## src/sv/ipfr_pkg.sv

```systemverilog
// Package for the IMU packet frame receiver: item types, frame codes and register indexes.
package ipfr_pkg;

    // Frame bytes.
    localparam logic [7:0] HDR_BYTE  = 8'h55;
    localparam logic [7:0] CMD_RATE  = 8'h52;
    localparam logic [7:0] CMD_ANGLE = 8'h53;

    // Each store holds this many bytes.
    localparam int STORE_BYTES = 8;
    localparam int COUNT_W     = 4;

    // Default number of payload bytes in one frame.
    localparam int PAYLOAD_BYTES_DEF = 8;

    // Configuration register indexes.
    localparam int          CFG_W          = 4;
    localparam logic [0:0]  CFG_RATE_LEN   = 1'b0;
    localparam logic [0:0]  CFG_ANGLE_LEN  = 1'b1;
    localparam logic [CFG_W-1:0] CFG_LEN_RST = 4'd8;

    // Item function codes.
    localparam logic FUNC_BYTE  = 1'b0;
    localparam logic FUNC_CLEAR = 1'b1;

    typedef enum logic [1:0] {
        PH_HEADER,
        PH_COMMAND,
        PH_PAYLOAD,
        PH_CHECK
    } t_phase;

    typedef struct packed {
        logic       func;
        logic [7:0] rx_byte;
        logic       overrun;
    } t_in_item;

    typedef struct packed {
        logic [COUNT_W-1:0]       rate_count;
        logic [COUNT_W-1:0]       angle_count;
        logic [8*STORE_BYTES-1:0] rate_data;
        logic [8*STORE_BYTES-1:0] angle_data;
    } t_out_item;

endpackage

```

## src/sv/imu_packet_frame_receiver.sv

```systemverilog
// IMU packet frame receiver: frame parser, checksum, and rate/angle stores.
//
// This block takes one received serial byte per item and looks for frames made of a
// 0x55 header, a 0x52 (angular rate) or 0x53 (angle) command, PAYLOAD_BYTES payload
// bytes and a checksum equal to the 8-bit sum of header, command and payload. When the
// checksum matches, the payload is copied into the rate or angle store, clamped to the
// store length register (capped at the lesser of PAYLOAD_BYTES and 8), and that store's
// count is set to the number of bytes copied; bytes beyond the clamp keep old contents. A clear item
// zeroes both counts, and a byte marked as overrun changes nothing. Every accepted item
// produces exactly one result item holding both counts and both stores. The block takes
// one item per clock: all work for an item is done in the cycle it is accepted, and the
// result is shown from the state registers in the following cycle. The input is stalled
// only while a result is held back by a stall on the output side. The store length
// registers are written through the plain write port and should only change while the
// block is idle.
module imu_packet_frame_receiver
    import ipfr_pkg::*;
#(
    parameter int PAYLOAD_BYTES = PAYLOAD_BYTES_DEF
) (
    input  logic             i_clk,
    input  logic             i_rst_n,
    input  logic             i_in_valid,
    output logic             o_in_stall,
    input  t_in_item         i_in_item,
    output logic             o_out_valid,
    input  logic             i_out_stall,
    output t_out_item        o_out_item,
    input  logic             i_cfg_we,
    input  logic [0:0]       i_cfg_index,
    input  logic [CFG_W-1:0] i_cfg_wdata
);

    // Most bytes one commit can copy: bounded by the payload and by the store size.
    localparam int COPY_MAX = (PAYLOAD_BYTES < STORE_BYTES) ? PAYLOAD_BYTES : STORE_BYTES;
    localparam int IDX_W    = (PAYLOAD_BYTES > 1) ? $clog2(PAYLOAD_BYTES) : 1;
    localparam int CNT_W    = $clog2(PAYLOAD_BYTES + 1);
    localparam logic [CNT_W-1:0]   LAST_IDX  = CNT_W'(PAYLOAD_BYTES - 1);
    localparam logic [COUNT_W-1:0] COPY_MAXV = COUNT_W'(COPY_MAX);

    // Handshake.
    logic in_acc;
    logic out_acc;
    logic byte_acc;

    // Parser state.
    t_phase           r_phase, n_phase;
    logic             r_is_angle;
    logic [7:0]       r_sum;
    logic [CNT_W-1:0] r_pay_idx;
    logic [7:0]       r_hold [PAYLOAD_BYTES];

    // Stores and counts.
    logic [7:0]         r_rate_store  [STORE_BYTES];
    logic [7:0]         r_angle_store [STORE_BYTES];
    logic [COUNT_W-1:0] r_rate_fill;
    logic [COUNT_W-1:0] r_angle_fill;

    // Configuration.
    logic [CFG_W-1:0] r_rate_len;
    logic [CFG_W-1:0] r_angle_len;

    // Output register valid.
    logic r_out_valid, n_out_valid;

    // Decoded actions for the accepted byte.
    logic               cmd_ok;
    logic               hold_we;
    logic               sum_ok;
    logic               commit_rate;
    logic               commit_angle;
    logic [COUNT_W-1:0] rate_n;
    logic [COUNT_W-1:0] angle_n;

    assign out_acc    = r_out_valid && !i_out_stall;
    assign o_in_stall = r_out_valid && i_out_stall;
    assign in_acc     = i_in_valid && !o_in_stall;
    assign byte_acc   = in_acc && (i_in_item.func == FUNC_BYTE) && !i_in_item.overrun;

    assign cmd_ok = (i_in_item.rx_byte == CMD_RATE) || (i_in_item.rx_byte == CMD_ANGLE);
    assign sum_ok = (i_in_item.rx_byte == r_sum);

    // Copy lengths: the register clamped to what a frame can supply.
    assign rate_n  = (r_rate_len  > COPY_MAXV) ? COPY_MAXV : r_rate_len;
    assign angle_n = (r_angle_len > COPY_MAXV) ? COPY_MAXV : r_angle_len;

    // Next parser phase.
    always_comb begin
        n_phase = r_phase;
        if (byte_acc) begin
            unique case (r_phase)
                PH_HEADER: begin
                    if (i_in_item.rx_byte == HDR_BYTE) begin
                        n_phase = PH_COMMAND;
                    end
                end
                PH_COMMAND: begin
                    n_phase = cmd_ok ? PH_PAYLOAD : PH_HEADER;
                end
                PH_PAYLOAD: begin
                    if (r_pay_idx == LAST_IDX) begin
                        n_phase = PH_CHECK;
                    end
                end
                PH_CHECK: begin
                    n_phase = PH_HEADER;
                end
                default: begin
                    n_phase = PH_HEADER;
                end
            endcase
        end
    end

    // Actions taken in the current phase.
    always_comb begin
        hold_we      = 1'b0;
        commit_rate  = 1'b0;
        commit_angle = 1'b0;
        if (byte_acc) begin
            unique case (r_phase)
                PH_PAYLOAD: hold_we = 1'b1;
                PH_CHECK: begin
                    commit_rate  = sum_ok && !r_is_angle;
                    commit_angle = sum_ok && r_is_angle;
                end
                default: begin
                    hold_we = 1'b0;
                end
            endcase
        end
    end

    always_comb begin
        n_out_valid = r_out_valid;
        if (in_acc) begin
            n_out_valid = 1'b1;
        end else if (out_acc) begin
            n_out_valid = 1'b0;
        end
    end

    always_ff @(posedge i_clk) begin
        if (!i_rst_n) begin
            r_phase     <= PH_HEADER;
            r_is_angle  <= 1'b0;
            r_sum       <= '0;
            r_pay_idx   <= '0;
            r_out_valid <= 1'b0;
        end else begin
            r_phase     <= n_phase;
            r_out_valid <= n_out_valid;
            if (byte_acc && (r_phase == PH_COMMAND) && cmd_ok) begin
                r_is_angle <= (i_in_item.rx_byte == CMD_ANGLE);
                r_sum      <= HDR_BYTE + i_in_item.rx_byte;
                r_pay_idx  <= '0;
            end else if (hold_we) begin
                r_sum     <= r_sum + i_in_item.rx_byte;
                r_pay_idx <= r_pay_idx + 1'b1;
            end
        end
    end

    // Payload hold: written one byte per payload item, no reset.
    always_ff @(posedge i_clk) begin
        if (hold_we) begin
            r_hold[r_pay_idx[IDX_W-1:0]] <= i_in_item.rx_byte;
        end
    end

    // Configuration registers.
    always_ff @(posedge i_clk) begin
        if (!i_rst_n) begin
            r_rate_len  <= CFG_LEN_RST;
            r_angle_len <= CFG_LEN_RST;
        end else if (i_cfg_we) begin
            unique case (i_cfg_index)
                CFG_RATE_LEN:  r_rate_len  <= i_cfg_wdata;
                CFG_ANGLE_LEN: r_angle_len <= i_cfg_wdata;
                default:       r_rate_len  <= r_rate_len;
            endcase
        end
    end

    // Counts: a clear item zeroes both, a good frame sets its own store's count.
    always_ff @(posedge i_clk) begin
        if (!i_rst_n) begin
            r_rate_fill  <= '0;
            r_angle_fill <= '0;
        end else if (in_acc && (i_in_item.func == FUNC_CLEAR)) begin
            r_rate_fill  <= '0;
            r_angle_fill <= '0;
        end else begin
            if (commit_rate) begin
                r_rate_fill <= rate_n;
            end
            if (commit_angle) begin
                r_angle_fill <= angle_n;
            end
        end
    end

    // Store bytes: a byte is overwritten only when it lies inside the clamp.
    for (genvar gi = 0; gi < STORE_BYTES; gi++) begin : g_store
        if (gi < COPY_MAX) begin : g_copy
            always_ff @(posedge i_clk) begin
                if (!i_rst_n) begin
                    r_rate_store[gi]  <= '0;
                    r_angle_store[gi] <= '0;
                end else begin
                    if (commit_rate && (COUNT_W'(gi) < rate_n)) begin
                        r_rate_store[gi] <= r_hold[gi];
                    end
                    if (commit_angle && (COUNT_W'(gi) < angle_n)) begin
                        r_angle_store[gi] <= r_hold[gi];
                    end
                end
            end
        end else begin : g_fixed
            // A frame never reaches these bytes, so they keep their reset value.
            always_ff @(posedge i_clk) begin
                if (!i_rst_n) begin
                    r_rate_store[gi]  <= '0;
                    r_angle_store[gi] <= '0;
                end
            end
        end
        assign o_out_item.rate_data[8*gi +: 8]  = r_rate_store[gi];
        assign o_out_item.angle_data[8*gi +: 8] = r_angle_store[gi];
    end

    // The state only moves on an accepted item, which cannot happen while a result
    // is held, so the result is read straight from the state registers.
    assign o_out_valid            = r_out_valid;
    assign o_out_item.rate_count  = r_rate_fill;
    assign o_out_item.angle_count = r_angle_fill;

    // A clear item leaves both counts at zero in its result.
    a_clear_zeroes: assert property (@(posedge i_clk) disable iff (!i_rst_n)
        in_acc && (i_in_item.func == FUNC_CLEAR)
        |=> (o_out_item.rate_count == '0) && (o_out_item.angle_count == '0))
        else $error("counts not cleared by a clear item");

    // An overrun byte does not move the parser.
    a_overrun_hold: assert property (@(posedge i_clk) disable iff (!i_rst_n)
        in_acc && (i_in_item.func == FUNC_BYTE) && i_in_item.overrun
        |=> $stable(r_phase) && $stable(r_sum) && $stable(r_pay_idx))
        else $error("overrun byte changed the parser state");

    // Counts never exceed what one commit can copy.
    a_count_bound: assert property (@(posedge i_clk) disable iff (!i_rst_n)
        (r_rate_fill <= COPY_MAXV) && (r_angle_fill <= COPY_MAXV))
        else $error("store count above copy limit");

    // Every accepted item yields a result in the next cycle.
    a_result_follows: assert property (@(posedge i_clk) disable iff (!i_rst_n)
        in_acc |=> o_out_valid)
        else $error("accepted item produced no result");

endmodule
```

## config.mk

```make
export PLATFORM = sky130hd
export DESIGN_NAME = imu_packet_frame_receiver
export DESIGN_NICKNAME = d
export VERILOG_FILES = /design/src/sv/ipfr_pkg.sv /design/src/sv/imu_packet_frame_receiver.sv
export SDC_FILE = /design/constraint.sdc
export NUM_CORES = 1
export LEC_CHECK = 0
export BUFFER_PORTS_ARGS = -buffer_cell sky130_fd_sc_hd__buf_4
export CAP_MARGIN = 20
export CORE_MARGIN = 1.5
export CORE_UTILIZATION = 52
export CTS_BUF_LIST = sky130_fd_sc_hd__clkbuf_8
export DETAILED_ROUTE_END_ITERATION = 7
export PLACE_DENSITY = 0.75
export SYNTH_ARGS = -nofsm -noshare
export SYNTH_HDL_FRONTEND = slang
export SYNTH_SLANG_ARGS = --single-unit
```

## constraint.sdc

```tcl
create_clock -name i_clk -period 3.7 [get_ports i_clk]
set_input_delay 0.74 -clock i_clk [delete_from_list [all_inputs] [get_ports i_clk]]
set_output_delay 0.74 -clock i_clk [all_outputs]
set_load 0.01 [all_outputs]
```

* Word level (Yosys, flattened, before mapping) *
Memory sizes are Yosys's and may differ from the RTL's.
Cells that the tools add are included.

operators by class
  add/sub/neg operators = 3
  multipliers = 0
  div/mod/pow operators = 0
  $lt $le $gt $ge = 18
  equal/unequal tests = 10
  shifts and indexed selects = 0
  muxes and demuxes = 83
  bitwise gates (word level) = 19
  reductions and logical operators = 39

operators with widths
  cell                                                                    number
  8-bit 2-to-1 mux                                                        18
  1-bit 2-to-1 mux                                                        59
  3-bit by 4-bit < comparator with 1-bit output (first input constant)    8
  1-bit logical AND                                                       26
  8-bit by 7-bit equality test with 1-bit output (second input constant)  3
  1-bit by 4-bit < comparator with 1-bit output (first input constant)    4
  2-bit by 4-bit < comparator with 1-bit output (first input constant)    4
  1-bit bitwise OR                                                        16
  7-bit by 8-bit adder with 8-bit output (first input constant)           1
  8-bit adder                                                             1
  8-bit equality test                                                     1
  4-bit greater-than comparator (second input constant)                   2
  4-bit 2-to-1 mux                                                        2
  2-bit one-hot mux with 4 select lines                                   1
  2-bit 2-to-1 mux                                                        3
  4-bit by 1-bit adder with 4-bit output (second input constant)          1
  2-bit equality test (second input constant)                             2
  4-bit by 3-bit equality test with 1-bit output (second input constant)  1
  1-bit zero test                                                         4
  2-bit != test (second input constant)                                   2
  2-bit AND reduction                                                     2
  2-bit nonzero test                                                      2
  2-bit OR reduction                                                      2
  1-bit NOT                                                               3
  4 further kinds                                                         4

word-level totals
  flip-flop bits (word level) = 32
  latch bits = 0
  memory bits (writable) = 192
  ROM bits = 0
  input port bits = 20
  output and inout port bits = 138
  word-level logic and storage cells = 184
  memories kept = 3

memory list
  name           depth  width  read ports  clocked after memory_dff  write ports  line                             RTL
  r_angle_store  8      8      8           0                         8            imu_packet_frame_receiver.sv:55  logic [7:0] r_angle_store [STORE_BYTES];
  r_hold         8      8      8           0                         1            imu_packet_frame_receiver.sv:51  logic [7:0] r_hold [PAYLOAD_BYTES];
  r_rate_store   8      8      8           0                         8            imu_packet_frame_receiver.sv:54  logic [7:0] r_rate_store [STORE_BYTES];

* Longest topological paths before layout *
  depth after elaboration = 11
  depth in mapped cells = 13
  depth with buffers taken out = 13

* Worst setup path after synthesis *
OpenSTA, ideal clock, no wires.

  path kind = input-to-reg
  start point = input i_in_item[4] in the netlist's numbering
  end point = register r_sum[7]
  setup time = 0.122 ns
  data arrival time = 3.060 ns
  data required time = 3.578 ns
  slack = 0.518 ns
  stages on the path = 11
  buffers on the path = 0
  cells stage by stage = nor4b_2 > and4b_1 > nand2b_1 > and2_1 > ha_1 > a21o_1 > a21oi_1 > nand2_1 > a31o_2 > and3_1 > a311o_1

between the ends
  cells in the longest elaborated chain, start to end = 4
  elaborated cells on any way between the ends = 9
  classes of those cells = add/sub: 2; eq/ne: 2; mux: 2; reduce/logical: 3

RTL lines
  what                                                 line                              RTL
  start, declared                                      imu_packet_frame_receiver.sv:25   input t_in_item i_in_item,
  branches (longest 4 deep; another with 8-bit adder)  --
  end signal, assigned                                 imu_packet_frame_receiver.sv:155  r_sum <= HDR_BYTE + i_in_item.rx_byte;
  end signal, assigned                                 imu_packet_frame_receiver.sv:158  r_sum <= r_sum + i_in_item.rx_byte;
  end, declared                                        imu_packet_frame_receiver.sv:49   logic [7:0] r_sum;

Parallel ways; which one is timed is not known. The select of a mux whose other input is x is not followed.
A chain may end at the register's enable or synchronous reset.

==> impl_summary.txt <==
----------------------------------------------------
[Run status]
  Status ... finished, final reports clean

[STA]
  Setup-failing EPs final ... 0
  Slew at the pin closest to its max-slew limit ... about 0.94 ns
  Final number of max-transition violations ... 0
  Minimum clock period after layout ... approximately 3.2 ns
  Skew final ... between 0.015 and 0.02 ns
  Unrepaired setup endpoints after global routing ... no
  Total negative slack for setup checks ... 0 ns
  Worst slew margin relative to its limit ... a little under two fifths
  Portion of the clock cycle consumed by the worst path in the final layout ... about 87%
  Worst hold slack across all endpoints ... ~0.46 ns
  Hold violation count in the final report ... 0
  Timing-limited maximum frequency ... around 310 MHz

[Synth]
  Mean instance size in the synthesized netlist ... 14.04 sq um
  Proportion of synthesized chip area in sequential cells ... 72.91%
  Prevailing post-synth register cell ... sky130_fd_sc_hd__edfxtp_1
  Top cells by area, synth ... sky130_fd_sc_hd__edfxtp_1, sky130_fd_sc_hd__dfxtp_1, sky130_fd_sc_hd__and2_1
  Area share of the largest cell type after synthesis ... around two thirds
  Cell accounting for the most synthesized area ... sky130_fd_sc_hd__edfxtp_1
  Yosys synthesis warning count ... 0
  Synth cell types ... 54
  #FFs+latches synth ... ~220
  EDFF count, synth ... around 190
  Async set-or-reset flop fraction in the synthesized netlist ... 0%
  Nets in the synthesized netlist ... about 660
  Mapped cell area ... a little under 9000 sq um
  Synthesized instance count ... 626

[Pwr]
  Largest vdd supply drop ... 243.9 uV
  Standby leakage power ... between 4 and 5 nW
  Cell Pwr Density ... approximately 450 nW/um^2

[Floorplanning]
  Number of rows created at floorplan ... 47
  Core area ... around 17000 sq um
  Die extent in y ... between 100 and 150 microns
  Die outline width ... between 100 and 150 microns
  Die area ... around 18000 sq um
  Effective utilization at floorplan ... 53.17%
  Count of boundary I/O pins ... about 160

[Setup path]
  Data arrival time at the worst-slack endpoint ... roughly 3.6 ns
  Maximum fanout along the worst path ... 9
  Worst Setup Path Type ... reg2reg
  Delay of the slowest cell on the worst path ... 0.39 ns
  CP top delay family ... simple AND/OR/NAND/NOR gates
  Path depth of the worst reg2reg path ... 11
  Critical path, cell by cell ... nor4b_2, and4b_1, nand2b_1, and2_1, ha_1, a21o_1, a21oi_1, nand2_1, a31o_2, and3_1, a311o_1
  CP bufs+invs ... 0
  Total number of cells along the worst setup path ... 11
  Req. time, crit path ... 4.10 ns
  Crit path capture type ... register
  Type of origin of the critical path ... register
  Slowest cell on the critical path ... sky130_fd_sc_hd__dfxtp_1

[Routing]
  Residual DRC count ... 0
  Total vias in the final route ... approximately 5500
  Routed wire length per instance ... ~18 microns
  Drt via density ... ~5.1
  Total Routed Length ... 19630 microns
  Remaining antenna violation count ... 0
  Iter 0 DRT Violations ... roughly 270
  Iteration count of the initial detailed-routing pass ... 4

[Final layout]
  Most common cell after layout, fill and taps aside ... sky130_fd_sc_hd__edfxtp_1
  Most used cells in the layout excluding fill and tap cells ... sky130_fd_sc_hd__edfxtp_1, sky130_fd_sc_hd__buf_4, sky130_fd_sc_hd__and2_1
  Fraction of layout cells with a size suffix above 1 ... between 20 and 30%
  Final antenna diode count ... 0
  NumNets Final ... about 850
  Area growth from synthesis to layout ... 24.67%
  Post-route cell area ... around 11000 sq um

[Clocking]
  Total number of clock tree sinks ... around 220
  H-Tree Level Count ... 2
  Insertion delay to the later sink of the worst-skew pair ... 0.51 ns
  Number of buffers created by CTS ... 36
  Post-CTS Hold Fix Bufs ... 0
  Resize count post-CTS ... 0
  # Post-CTS Setup Buffers ... 0
  CTS tree ... done
  Clk Tree Root Cell ... sky130_fd_sc_hd__clkbuf_8
  Clock transition at the registers of the reported paths ... ~0.06 ns
  Longest Clk Path Bufs ... 3

[Run]
  Max capacitance violation total ... 0

[Hold path]
  Type of the most critical hold path ... in2reg
  Cell depth of the worst min-delay path ... 1

[Global route]
  GRT Max-Usage Layer ... met2
  Maximum number of pins on one net before global-route repair ... 70
  Overall routing resource usage ... a little under a quarter
  Remaining global-route overflow ... 0
  Number of antenna violations at the first check in global routing ... 1
  Wire length of the first global-routing pass ... between 30000 and 40000 microns
  Global routing usage on met3 ... 4.904%
  Via count of the first global-routing pass ... ~5600
  Global-route met2 utilization ... 39.61%
  Met1 track demand over resource ... 27.20%

[Placement]
  Final weighted congestion of routability-driven global placement ... between 0.8 and 0.9
  Hpwl dp ... ~14000 microns
  Port Buffer Count ... approximately 160
  Cell area after placement ... approximately 10000 sq um

----------------------------------------------------
[flip-flops by register name (all words and copies together), names as in the netlist, 8 cells and up, named ones only]
name	cells
r_angle_store	64
r_hold	64
r_rate_store	64
r_sum	8
[path summary, 6_finish.rpt]
check	start	slack (ns)	to
min	i_in_item[6]	0.46	r_hold[6][5]$_DFFE_PP_
min reg2reg	r_rate_fill[0]$_SDFFE_PP0P_	0.47	r_rate_fill[0]$_SDFFE_PP0P_
max	register	0.48	r_sum[7]$_SDFFE_PN0P_
max reg2reg	register	0.48	r_sum[7]$_SDFFE_PN0P_
[where the power goes]
part / switching (mW) / internal, mW
clock: 0.916 / 0.974
sequential: 0.0270 / 2.79
combinational: 0.146 / 0.104
total: 1.09 / 3.86
[synthesized netlist by cell type, types with 2 or more instances]
master / n
sky130_fd_sc_hd__edfxtp_1: 192
sky130_fd_sc_hd__and2_1: 83
sky130_fd_sc_hd__nand2_1: 65
sky130_fd_sc_hd__nor2_1: 65
sky130_fd_sc_hd__dfxtp_1: 32
sky130_fd_sc_hd__a21oi_1: 15
sky130_fd_sc_hd__clkbuf_1: 15
sky130_fd_sc_hd__nor2b_1: 15
sky130_fd_sc_hd__o21ai_0: 15
sky130_fd_sc_hd__xnor2_1: 11
sky130_fd_sc_hd__mux2i_1: 10
sky130_fd_sc_hd__inv_1: 9
sky130_fd_sc_hd__nand3_1: 9
sky130_fd_sc_hd__nor2_2: 9
sky130_fd_sc_hd__ha_1: 8
sky130_fd_sc_hd__nand2b_1: 8
sky130_fd_sc_hd__nand3b_1: 5
sky130_fd_sc_hd__nor3_1: 5
sky130_fd_sc_hd__a21boi_0: 4
sky130_fd_sc_hd__and3_1: 4
sky130_fd_sc_hd__nand4_1: 4
sky130_fd_sc_hd__o21a_1: 4
sky130_fd_sc_hd__a21o_1: 2
sky130_fd_sc_hd__nand4b_1: 2
sky130_fd_sc_hd__nor4_4: 2
sky130_fd_sc_hd__o21ai_1: 2
sky130_fd_sc_hd__o41ai_2: 2
sky130_fd_sc_hd__or2b_1: 2
sky130_fd_sc_hd__xor2_1: 2
[worst register-to-register path, cell delays in order (launching register included)]
cell and delay (ns):
sky130_fd_sc_hd__dfxtp_1 0.39, sky130_fd_sc_hd__nor4b_2 0.33, sky130_fd_sc_hd__and4b_1 0.27, sky130_fd_sc_hd__nand2b_1 0.22
sky130_fd_sc_hd__and2_1 0.24, sky130_fd_sc_hd__ha_1 0.33, sky130_fd_sc_hd__a21o_1 0.18, sky130_fd_sc_hd__a21oi_1 0.24
sky130_fd_sc_hd__nand2_1 0.12, sky130_fd_sc_hd__a31o_2 0.28, sky130_fd_sc_hd__and3_1 0.18, sky130_fd_sc_hd__a311o_1 0.32
[layer usage]
layer  routed length (microns)  share of wire (%)
met5                        11              0.056
met4                       517                2.6
met3                      1155                5.9
met2                     10210                 52
met1                      7739                 39
[stage by stage]
step | power [mW] | instances | util (%) | worst slack [ns]
after global placement | 3.110 | 1004 | 62.35 | 0.1249
after global routing | 5.139 | 1070 | 66.28 | 0.2921
after detailed placement | 3.117 | 1004 | 62.35 | 0.05108
after floorplan | 2.961 | 626 | - | 0.5179
final | 4.953 | 1070 | 66.28 | 0.4758
after CTS | 4.997 | 1070 | 66.28 | 0.4766
[final cells by class]
type	instances	area, sq um
clock buffers	39	536.8
inverters	9	33.78
fillers	1189	5572
multi-input cells	376	2273
repair buffers	175	1314
clock inverters	27	113.9
flip-flops and latches	224	6406
well taps	220	275.3
[cells by family (layout without fill, tap and decap cells)]
family | Yosys count | in the layout | share of synthesized area [%]
buffers and inverters | 26 | 250 | 1.210
AO/OA/AOI/OAI | 56 | 56 | 4.472
multiplexers | 10 | 10 | 1.139
XOR/XNOR | 13 | 13 | 1.296
adder cells (fa/ha/maj) | 9 | 9 | 1.367
AND/OR/NAND/NOR | 288 | 288 | 17.60
flip-flops | 224 | 224 | 72.91
No activity file was read; power rests on OpenSTA's default activity.
